### src/hw/rtl/udc_pkg.sv
// Shared types and constants for the UTF-8 decode and classify block.
// No dependencies; imported by every module of the block.
`timescale 1ns / 1ps

package udc_pkg;

  localparam int unsigned NumLanes  = 4;
  localparam int unsigned ByteW     = 8;
  localparam int unsigned CountW    = 3;
  localparam int unsigned LenW      = 3;
  localparam int unsigned CpW       = 21;
  localparam int unsigned InDataW   = 40;
  localparam int unsigned OutDataW  = 24;
  localparam int unsigned OutUserW  = 3;

  localparam logic [CountW-1:0] MaxCount = 3'd4;

  localparam logic [LenW-1:0] LenReject = 3'd0;
  localparam logic [LenW-1:0] LenOne    = 3'd1;
  localparam logic [LenW-1:0] LenTwo    = 3'd2;
  localparam logic [LenW-1:0] LenThree  = 3'd3;
  localparam logic [LenW-1:0] LenFour   = 3'd4;

  localparam logic [CpW-1:0] CpMax      = 21'h10FFFF;
  localparam logic [CpW-1:0] CpMin3     = 21'h000800;
  localparam logic [CpW-1:0] CpMin4     = 21'h010000;
  localparam logic [CpW-1:0] CpSurLo    = 21'h00D800;
  localparam logic [CpW-1:0] CpSurHi    = 21'h00DFFF;
  localparam logic [CpW-1:0] CpMin2     = 21'h000080;

  typedef struct packed {
    logic       is_nul;
    logic       is_ascii;
    logic       is_cont;
    logic       is_lead2;
    logic       is_lead3;
    logic       is_lead4;
    logic [6:0] bits;
  } lane_info_t;

  typedef struct packed {
    logic cjk;
    logic letter;
    logic joiner;
  } class_flags_t;

endpackage

### src/hw/rtl/utf8_decode_classify_top.sv
// Top level of the strict UTF-8 decoder and classifier: stream ports, two pipeline stages.
// Depends on udc_pkg, udc_lane, udc_merge and udc_class.
// Each input transaction is registered in stage one (lane results), then in stage two (length, value, flags).
// Throughput: one transaction per cycle while the output is not stalled; four byte lanes feed one merge stage.
// Both stages advance when the next one is empty or being drained.
// Reset: asynchronous, active low; clears the stage valid flags only.
`timescale 1ns / 1ps

module utf8_decode_classify_top
  import udc_pkg::*;
(
  input  logic                clk_i,
  input  logic                rst_ni,
  input  logic                s_axis_tvalid,
  output logic                s_axis_tready,
  // [7:0] byte_first, [15:8] byte_second, [23:16] byte_third,
  // [31:24] byte_fourth, [34:32] bytes_available, [39:35] zero
  input  logic [InDataW-1:0]  s_axis_tdata,
  output logic                m_axis_tvalid,
  input  logic                m_axis_tready,
  // [2:0] seq_length, [23:3] code_point
  output logic [OutDataW-1:0] m_axis_tdata,
  // [0] cjk_flag, [1] letter_flag, [2] joiner_flag
  output logic [OutUserW-1:0] m_axis_tuser
);

  lane_info_t [NumLanes-1:0] lane_info;
  lane_info_t [NumLanes-1:0] lane_q;
  logic [CountW-1:0]         count_d;
  logic [CountW-1:0]         count_q;
  logic                      v1_q;
  logic                      v2_q;
  logic                      s1_en;
  logic                      s2_en;
  logic [LenW-1:0]           len_d;
  logic [LenW-1:0]           len_q;
  logic [CpW-1:0]            cp_d;
  logic [CpW-1:0]            cp_q;
  class_flags_t              flags_d;
  class_flags_t              flags_q;

  for (genvar g = 0; g < NumLanes; g++) begin : g_lane
    udc_lane u_lane (
      .byte_i (s_axis_tdata[g*ByteW +: ByteW]),
      .info_o (lane_info[g])
    );
  end

  assign count_d = (s_axis_tdata[34:32] > MaxCount) ? MaxCount : s_axis_tdata[34:32];

  assign s2_en         = !v2_q || m_axis_tready;
  assign s1_en         = !v1_q || s2_en;
  assign s_axis_tready = s1_en;

  udc_merge u_merge (
    .lane_i  (lane_q),
    .count_i (count_q),
    .len_o   (len_d),
    .cp_o    (cp_d)
  );

  udc_class u_class (
    .cp_i    (cp_d),
    .flags_o (flags_d)
  );

  always_ff @(posedge clk_i or negedge rst_ni) begin
    if (!rst_ni) begin
      v1_q <= 1'b0;
      v2_q <= 1'b0;
    end else begin
      if (s1_en) v1_q <= s_axis_tvalid;
      if (s2_en) v2_q <= v1_q;
    end
  end

  always_ff @(posedge clk_i) begin
    if (s1_en && s_axis_tvalid) begin
      lane_q  <= lane_info;
      count_q <= count_d;
    end
    if (s2_en && v1_q) begin
      len_q   <= len_d;
      cp_q    <= cp_d;
      flags_q <= flags_d;
    end
  end

  assign m_axis_tvalid = v2_q;
  assign m_axis_tdata  = {cp_q, len_q};
  assign m_axis_tuser  = {flags_q.joiner, flags_q.letter, flags_q.cjk};

  a_len_range: assert property (@(posedge clk_i) disable iff (!rst_ni)
    m_axis_tvalid |-> (len_q <= LenFour))
    else $error("result length out of range");

  a_reject_zero: assert property (@(posedge clk_i) disable iff (!rst_ni)
    (m_axis_tvalid && len_q == LenReject) |-> (cp_q == '0 && m_axis_tuser == '0))
    else $error("rejected result carries a value or flags");

  a_ready_when_empty: assert property (@(posedge clk_i) disable iff (!rst_ni)
    !v2_q |-> s_axis_tready)
    else $error("input stalled with empty output stage");

  a_joiner_not_letter: assert property (@(posedge clk_i) disable iff (!rst_ni)
    (m_axis_tvalid && flags_q.joiner) |-> !flags_q.letter)
    else $error("joiner classified as letter");

endmodule

### src/hw/rtl/udc_lane.sv
// One byte lane: classifies a window byte as NUL, ASCII, continuation or lead; bytes F8 to FF set no class.
// Depends on udc_pkg.
`timescale 1ns / 1ps

module udc_lane
  import udc_pkg::*;
(
  input  logic [ByteW-1:0] byte_i,
  output lane_info_t       info_o
);

  always_comb begin
    info_o          = '0;
    info_o.bits     = byte_i[6:0];
    info_o.is_nul   = (byte_i == 8'h00);
    case (byte_i) inside
      [8'h00:8'h7F]: info_o.is_ascii = 1'b1;
      [8'h80:8'hBF]: info_o.is_cont  = 1'b1;
      [8'hC0:8'hDF]: info_o.is_lead2 = 1'b1;
      [8'hE0:8'hEF]: info_o.is_lead3 = 1'b1;
      [8'hF0:8'hF7]: info_o.is_lead4 = 1'b1;
      default:       info_o.bits     = byte_i[6:0];
    endcase
  end

endmodule

### src/hw/rtl/udc_merge.sv
// Merge stage: combines the four lane results into a length and a scalar value,
// rejecting truncated, malformed, overlong, surrogate and out-of-range forms.
// Depends on udc_pkg.
`timescale 1ns / 1ps

module udc_merge
  import udc_pkg::*;
(
  input  lane_info_t [NumLanes-1:0] lane_i,
  input  logic [CountW-1:0]         count_i,
  output logic [LenW-1:0]           len_o,
  output logic [CpW-1:0]            cp_o
);

  logic [CpW-1:0] cp2;
  logic [CpW-1:0] cp3;
  logic [CpW-1:0] cp4;
  logic           ok2;
  logic           ok3;
  logic           ok4;

  always_comb begin
    cp2 = {10'd0, lane_i[0].bits[4:0], lane_i[1].bits[5:0]};
    cp3 = {5'd0, lane_i[0].bits[3:0], lane_i[1].bits[5:0], lane_i[2].bits[5:0]};
    cp4 = {lane_i[0].bits[2:0], lane_i[1].bits[5:0], lane_i[2].bits[5:0],
           lane_i[3].bits[5:0]};

    ok2 = (count_i >= LenTwo) && lane_i[1].is_cont && (cp2 >= CpMin2);
    ok3 = (count_i >= LenThree) && lane_i[1].is_cont && lane_i[2].is_cont &&
          (cp3 >= CpMin3) && !((cp3 >= CpSurLo) && (cp3 <= CpSurHi));
    ok4 = (count_i >= LenFour) && lane_i[1].is_cont && lane_i[2].is_cont &&
          lane_i[3].is_cont && (cp4 >= CpMin4) && (cp4 <= CpMax);

    len_o = LenReject;
    cp_o  = '0;
    if (count_i != '0 && !lane_i[0].is_nul) begin
      if (lane_i[0].is_ascii) begin
        len_o = LenOne;
        cp_o  = {14'd0, lane_i[0].bits};
      end else if (lane_i[0].is_lead2 && ok2) begin
        len_o = LenTwo;
        cp_o  = cp2;
      end else if (lane_i[0].is_lead3 && ok3) begin
        len_o = LenThree;
        cp_o  = cp3;
      end else if (lane_i[0].is_lead4 && ok4) begin
        len_o = LenFour;
        cp_o  = cp4;
      end
    end
  end

endmodule

### src/hw/rtl/udc_class.sv
// Classifier: range compares on a scalar value for CJK and letter flags, equality compares for the joiner flag.
// Depends on udc_pkg.
`timescale 1ns / 1ps

module udc_class
  import udc_pkg::*;
(
  input  logic [CpW-1:0] cp_i,
  output class_flags_t   flags_o
);

  logic cjk;
  logic latin;

  always_comb begin
    cjk = 1'b0;
    case (cp_i) inside
      [21'h01100:21'h0115F], [21'h02E80:21'h0303E], [21'h03041:21'h033FF],
      [21'h03400:21'h04DBF], [21'h04E00:21'h09FFF], [21'h0A000:21'h0A4CF],
      [21'h0AC00:21'h0D7AF], [21'h0F900:21'h0FAFF], [21'h0FE30:21'h0FE4F],
      [21'h0FF00:21'h0FF60], [21'h20000:21'h3FFFD]: cjk = 1'b1;
      default: cjk = 1'b0;
    endcase

    latin = 1'b0;
    case (cp_i) inside
      [21'h041:21'h05A], [21'h061:21'h07A], [21'h0C0:21'h0D6],
      [21'h0D8:21'h0F6], [21'h0F8:21'h0FF], [21'h100:21'h24F],
      [21'h300:21'h4FF], [21'h1E00:21'h1EFF]: latin = 1'b1;
      default: latin = 1'b0;
    endcase

    flags_o.cjk    = cjk;
    flags_o.letter = cjk | latin;
    flags_o.joiner = (cp_i == 21'h27) || (cp_i == 21'h2D) || (cp_i == 21'h2019);
  end

endmodule

### config.mk
export PLATFORM = sky130hd
export DESIGN_NAME = utf8_decode_classify_top
export DESIGN_NICKNAME = d
export VERILOG_FILES = /design/src/hw/rtl/udc_pkg.sv /design/src/hw/rtl/utf8_decode_classify_top.sv /design/src/hw/rtl/udc_lane.sv /design/src/hw/rtl/udc_merge.sv /design/src/hw/rtl/udc_class.sv
export SDC_FILE = /design/constraint.sdc
export NUM_CORES = 1
export LEC_CHECK = 0
export ABC_AREA = 1
export BUFFER_PORTS_ARGS = -buffer_cell sky130_fd_sc_hd__buf_4
export CORE_MARGIN = 8
export CORE_UTILIZATION = 36
export DETAILED_ROUTE_END_ITERATION = 12
export GPL_TIMING_DRIVEN = 0
export HOLD_SLACK_MARGIN = 0.1
export SKIP_CTS_REPAIR_TIMING = 1
export SLEW_MARGIN = 25
export SYNTH_ARGS = -nofsm -noshare
export SYNTH_HDL_FRONTEND = slang
export SYNTH_SLANG_ARGS = --single-unit
### constraint.sdc
create_clock -name clk_i -period 2.9 [get_ports clk_i]
set_clock_uncertainty 0.15 [all_clocks]
set_input_delay 0.58 -clock clk_i [delete_from_list [all_inputs] [get_ports clk_i]]
set_output_delay 0.58 -clock clk_i [all_outputs]
set_load 0.05 [all_outputs]
=== Word-level counts from Yosys, hierarchy flattened ===
Cells that the tools add are included.
W data, S select, Z words.

* Output and inout port bits: 29
* Input port bits: 44
* Register bits: 65
* Word-level logic and storage cells: 180

* Order comparisons: 70
* Equality and inequality tests: 3
* Bitwise gates (word level): 2
* Reduce and logical (&&, ||, !) cells: 65
* Mux-type cells: 18

{| class="wikitable"
|+ Operators by type and width
! kind !! number
|-
| $le A21 B16 Y1 const B || 6
|-
| $ge A21 B16 Y1 const B || 5
|-
| $mux W21 || 5
|-
| $ge A21 B14 Y1 const B || 3
|-
| $ge A21 B8 Y1 const B || 3
|-
| $le A21 B8 Y1 const B || 3
|-
| $ge A8 B8 Y1 const B || 7
|-
| $le A8 B8 Y1 const B || 7
|-
| $logic_and A1 B1 Y1 || 48
|-
| $eq A21 B6 Y1 const B || 2
|-
| $ge A21 B13 Y1 const B || 2
|-
| $ge A21 B7 Y1 const B || 2
|-
| $le A21 B13 Y1 const B || 2
|-
| $le A21 B14 Y1 const B || 2
|-
| $le A21 B7 Y1 const B || 2
|-
| $ge A8 B1 Y1 const B || 4
|-
| $le A8 B7 Y1 const B || 4
|-
| $eq A21 B14 Y1 const B || 1
|-
| $ge A21 B10 Y1 const B || 1
|-
| $ge A21 B15 Y1 const B || 1
|-
| $ge A21 B17 Y1 const B || 1
|-
| $ge A21 B18 Y1 const B || 1
|-
| $ge A21 B9 Y1 const B || 1
|-
| $le A21 B10 Y1 const B || 1
|-
| 25 further kinds || 44
|}

=== Longest topological paths before layout ===
* Word-level depth: 17
* Depth in mapped cells: 24
* Gate-level depth less buffers: 23

=== Modules after synthesis ===
From an unflattened synthesis, not the netlist that was laid out.

* Cells, all modules: 658
* Area, all modules: 5,346.4 um2

{| class="wikitable"
|+ By module, submodules not included
! module !! area an instance (um2) !! times used !! seq. area each (um2) !! cells each
|-
| utf8_decode_classify_top || 2,587.5 || 1 || 2,512.4 || 102
|-
| udc_class || 1,466.4 || 1 || 0.0 || 310
|-
| udc_merge || 827.0 || 1 || 0.0 || 154
|-
| udc_lane || 116.4 || 4 || 0.0 || 23
|}

=== Worst setup path after synthesis ===
OpenSTA, ideal clock, no wires.

* Path type: reg2reg
* Start: register lane_q[18] (netlist name)
* End: register flags_q (netlist bit m_axis_tuser[1]) (data pin)
* Cell stages (with the launch flop): 19
* Clock period less this slack: 2.752 ns
* Path slack: 0.148 ns
* Required time: 2.490 ns
* Setup time: 0.260 ns
* Data arrival time: 2.342 ns
* Buffers on the path: 0
* Cells stage by stage: edfxtp_1 nor2_4 nand2_1 nand2_2 nand3_2 o21ai_1 nand3_2 nor2_2 nand2_2 nor2_2 nand2_2 nor2_4 nand3_1 nand3_1 nand2_1 a21oi_1 nand2_1 nor2_1 nand3_1

{| class="wikitable"
|+ RTL lines
! element !! RTL line !! source
|-
| start, declared || utf8_decode_classify_top.sv:28 || <nowiki>lane_info_t [NumLanes-1:0] lane_q;</nowiki>
|-
| start signal, assigned || utf8_decode_classify_top.sv:79 || <nowiki>lane_q <= lane_info;</nowiki>
|-
| end signal, assigned || utf8_decode_classify_top.sv:85 || <nowiki>flags_q <= flags_d;</nowiki>
|-
| end, declared || utf8_decode_classify_top.sv:40 || <nowiki>class_flags_t flags_q;</nowiki>
|}

==> impl_metrics.tcl <==
set metrics [dict create \
    drc 0 \
    drt_iter0_drc 673 \
    critPathLaunchType "register" \
    synth_fa_ha_area_share_pct 0 \
    wl_um 20200 \
    yosysUniqueCellTypes 39 \
    final_antenna_net_count 0 \
    endpoint_kind "register" \
    synth_most_common_cell "nand2_1" \
    grt_max_degree 37 \
    numCtsBuffers 9 \
    synth_top_family_by_area "simple AND/OR/NAND/NOR gates" \
    violations "setup timing" \
    whs_ns 0.266 \
    setup_viol 2 \
    required_ns 2.83 \
    regArea_um2 1940 \
    syn_to_final_growth_pct 42.9 \
    ys.flop_type "edfxtp_1" \
    fmax_mhz 303 \
    clkSinkCount 65 \
    coreArea_um2 14600 \
    slew_headroom_pct 52.1 \
    clock_latency_ns 0.34 \
    period_needed_ns 3.30 \
    synth-compound-area-share_pct 6.44 \
    htree_num_levels 3 \
    grt_use_met2_pct 28.7 \
    synth_area_leaders "edfxtp_1 35%, nand2_1 14%, nor2_1 8.8%, nand3_1 7.7%, inv_1 6.3%" \
    layout-drive-gt1-share_pct 35.4 \
    fillCellCount 1397 \
    synth_area_um2 5380 \
    async_flop_share_pct 3.08 \
    avgSynthCellArea_um2 6.88 \
    initial_utilization_pct 36.9 \
    place_congestion 1.04 \
    worst_ep_arrival_time_ns 3.23 \
    hold_violations 0 \
    die_h_um 138 \
    rsz0062_at_grt "yes" \
    routed_via_density 5.48 \
    synthMuxAreaShare_pct 0 \
    leakagePower_nw 3.43 \
    syn_inst 783 \
    root_buffer "clkbuf_16" \
    worstHoldPathCells 1 \
    met1_usage_pct 26.1 \
    synth_common_cells "197 x nand2_1, 126 x nor2_1, 91 x inv_1" \
    multi_input_area_um2 3450 \
    die_area_um2 19100 \
    status "finished, violations left" \
    crit_type "register to register" \
    busiest_layer "met2" \
    synth_seq_cells 65 \
    drv_cap 0 \
    antenna_found_initial 0 \
    path_max_fanout 7 \
    yosys.area_share.simple_pct 47.9 \
    grt_pass1_vias 5344 \
    rows 44 \
    die_w_um 138 \
    grt_pass1_wl_um 29500 \
    antenna_cells 0 \
    seq_area_frac_synth_pct 36.1 \
    num-nets-final 975 \
    synth_edf_count 63 \
    synth_top_area_cell "edfxtp_1" \
    worst_slew_pin_slew_ns 0.717 \
    synth_xor_area_share_pct 0 \
    grtUsageTotal_pct 19.2 \
    netlist.area_leader.share_pct 35.1 \
    clockBufferDepth 2 \
    syn_nets 827 \
    gr-total-overflow 0 \
    layout_worst_path_cycle_share_pct 114 \
    ys_warn_count 0 \
    drtPass1Iterations 6 \
    hold_path.class "primary input to register" \
    cts.clk_slew.worst_paths_ns 0.06 \
    p_per_area_nw_per_um2 417 \
    cts_tree "built" \
    io_buffers 67 \
    vdd_ir_drop_max_uv 426 \
    io_pins 73 \
    slew_violations 0 \
    totalPowerFinal_w 0.00321 \
    fin_ws_ns -0.402 \
    wl_per_cell_um 18.0 \
    num_vias 6136 \
    ff2ff_path_depth 18 \
    grt_use_met3_pct 4.32 \
    dp_hpwl_um 14800 \
]
worst max-delay path: stages, from the launching register on:
cell       delay (ns)
edfxtp_1         0.48
nor2_4           0.14
buf_4            0.14
nand3_2          0.09
nand2_4          0.13
buf_12           0.14
clkbuf_16        0.15
nand3_1          0.09
nand3_2          0.15
nand2_2          0.09
nand2_4          0.16
nand2_1          0.15
nor2_4           0.22
inv_1            0.12
nand4_1          0.12
nand2_1          0.06
nand3b_1         0.16
nor2_2           0.18
nand3_2          0.11
metrics by stage:
step | utilization (%) | instance area [um2] | std cells | TNS [ns] | setup WS, ns
floorplan | - | 5380 | 783 | 0 | 0.148
detailed placement | 42.2 | 6160 | 1035 | -1.81 | -0.807
global route | 52.7 | 7690 | 1120 | -1.19 | -0.523
finish | 52.7 | 7690 | 1120 | -0.710 | -0.402
CTS | 44.5 | 6490 | 1051 | -1.83 | -0.809
global placement | 41.9 | 6120 | 1034 | -8.42 | -0.838
sequential cells by signal, summed over array words and instances, names as in the netlist:
signal	count
len_q	3
m_axis_tuser	3
v1_q	1
count_q	3
m_axis_tvalid	1
cp_q	21
lane_q	33
kinds of logic (layout without fill, tap and decap cells):
group / after synthesis / count (layout)
AND/OR/NAND/NOR: 535 / 536
buffers and inverters: 123 / 275
flip-flops: 65 / 65
AO/OA/AOI/OAI: 60 / 60
power breakdown:
| group | leakage (nW) | switching [W] | internal, W | total [W] |
|---|---|---|---|---|
| clock | 0.162 | 0.000389 | 0.000795 | 0.00118 |
| combinational | 2.63 | 0.000581 | 0.000273 | 0.000854 |
| sequential | 0.639 | 0.0000357 | 0.00113 | 0.00117 |
routing by layer:
layer	routed length, um	up-vias
met5	0	-
met4	653	0
met3	1920	58
met2	9150	360
met1	8480	2804
li1	-	2914
path summary, 6_finish.rpt:
check	endpoint	slack, ns	startpoint
min	lane_q[16]$_DFFE_PP_	0.27	s_axis_tdata[11]
max reg2reg	m_axis_tuser[1]$_DFFE_PP_	-0.40	lane_q[18]$_DFFE_PP_
max	m_axis_tuser[1]$_DFFE_PP_	-0.40	lane_q[18]$_DFFE_PP_
max in group asynchronous	v1_q$_DFFE_PN0N_	2.10	rst_ni
min reg2reg	m_axis_tvalid$_DFFE_PN0P_	0.35	v1_q$_DFFE_PN0N_
min in group asynchronous	m_axis_tvalid$_DFFE_PN0P_	0.41	rst_ni
final cells by class:
class                           instances  share of cell area, %
Buffer                                 19                   2.21
Clock buffer                           11                   3.29
Clock inverter                          5                   1.01
Inverter                              104                   5.47
Multi-Input combinational cell        596                   44.9
Sequential cell                        65                   25.2
Tap cell                              184                   2.99
Timing Repair Buffer                  136                   14.9
cells in the final DEF, fill, tap and decap left out, types with 6 or more instances in the layout:
master and instances:
a21oi_1 20, buf_12 7, buf_4 128, buf_6 6, clkbuf_16 11, edfxtp_1 63, inv_1 83, inv_2 14
nand2_1 164, nand2_2 32, nand2_4 18, nand3_1 70, nand3_2 14, nand3_4 9, nand4_1 45, nor2_1 101
nor2_2 22, nor2_4 26, nor3_1 20, o21ai_0 12, o21ai_1 8
Note: power is estimated with default switching activity, not from simulation.
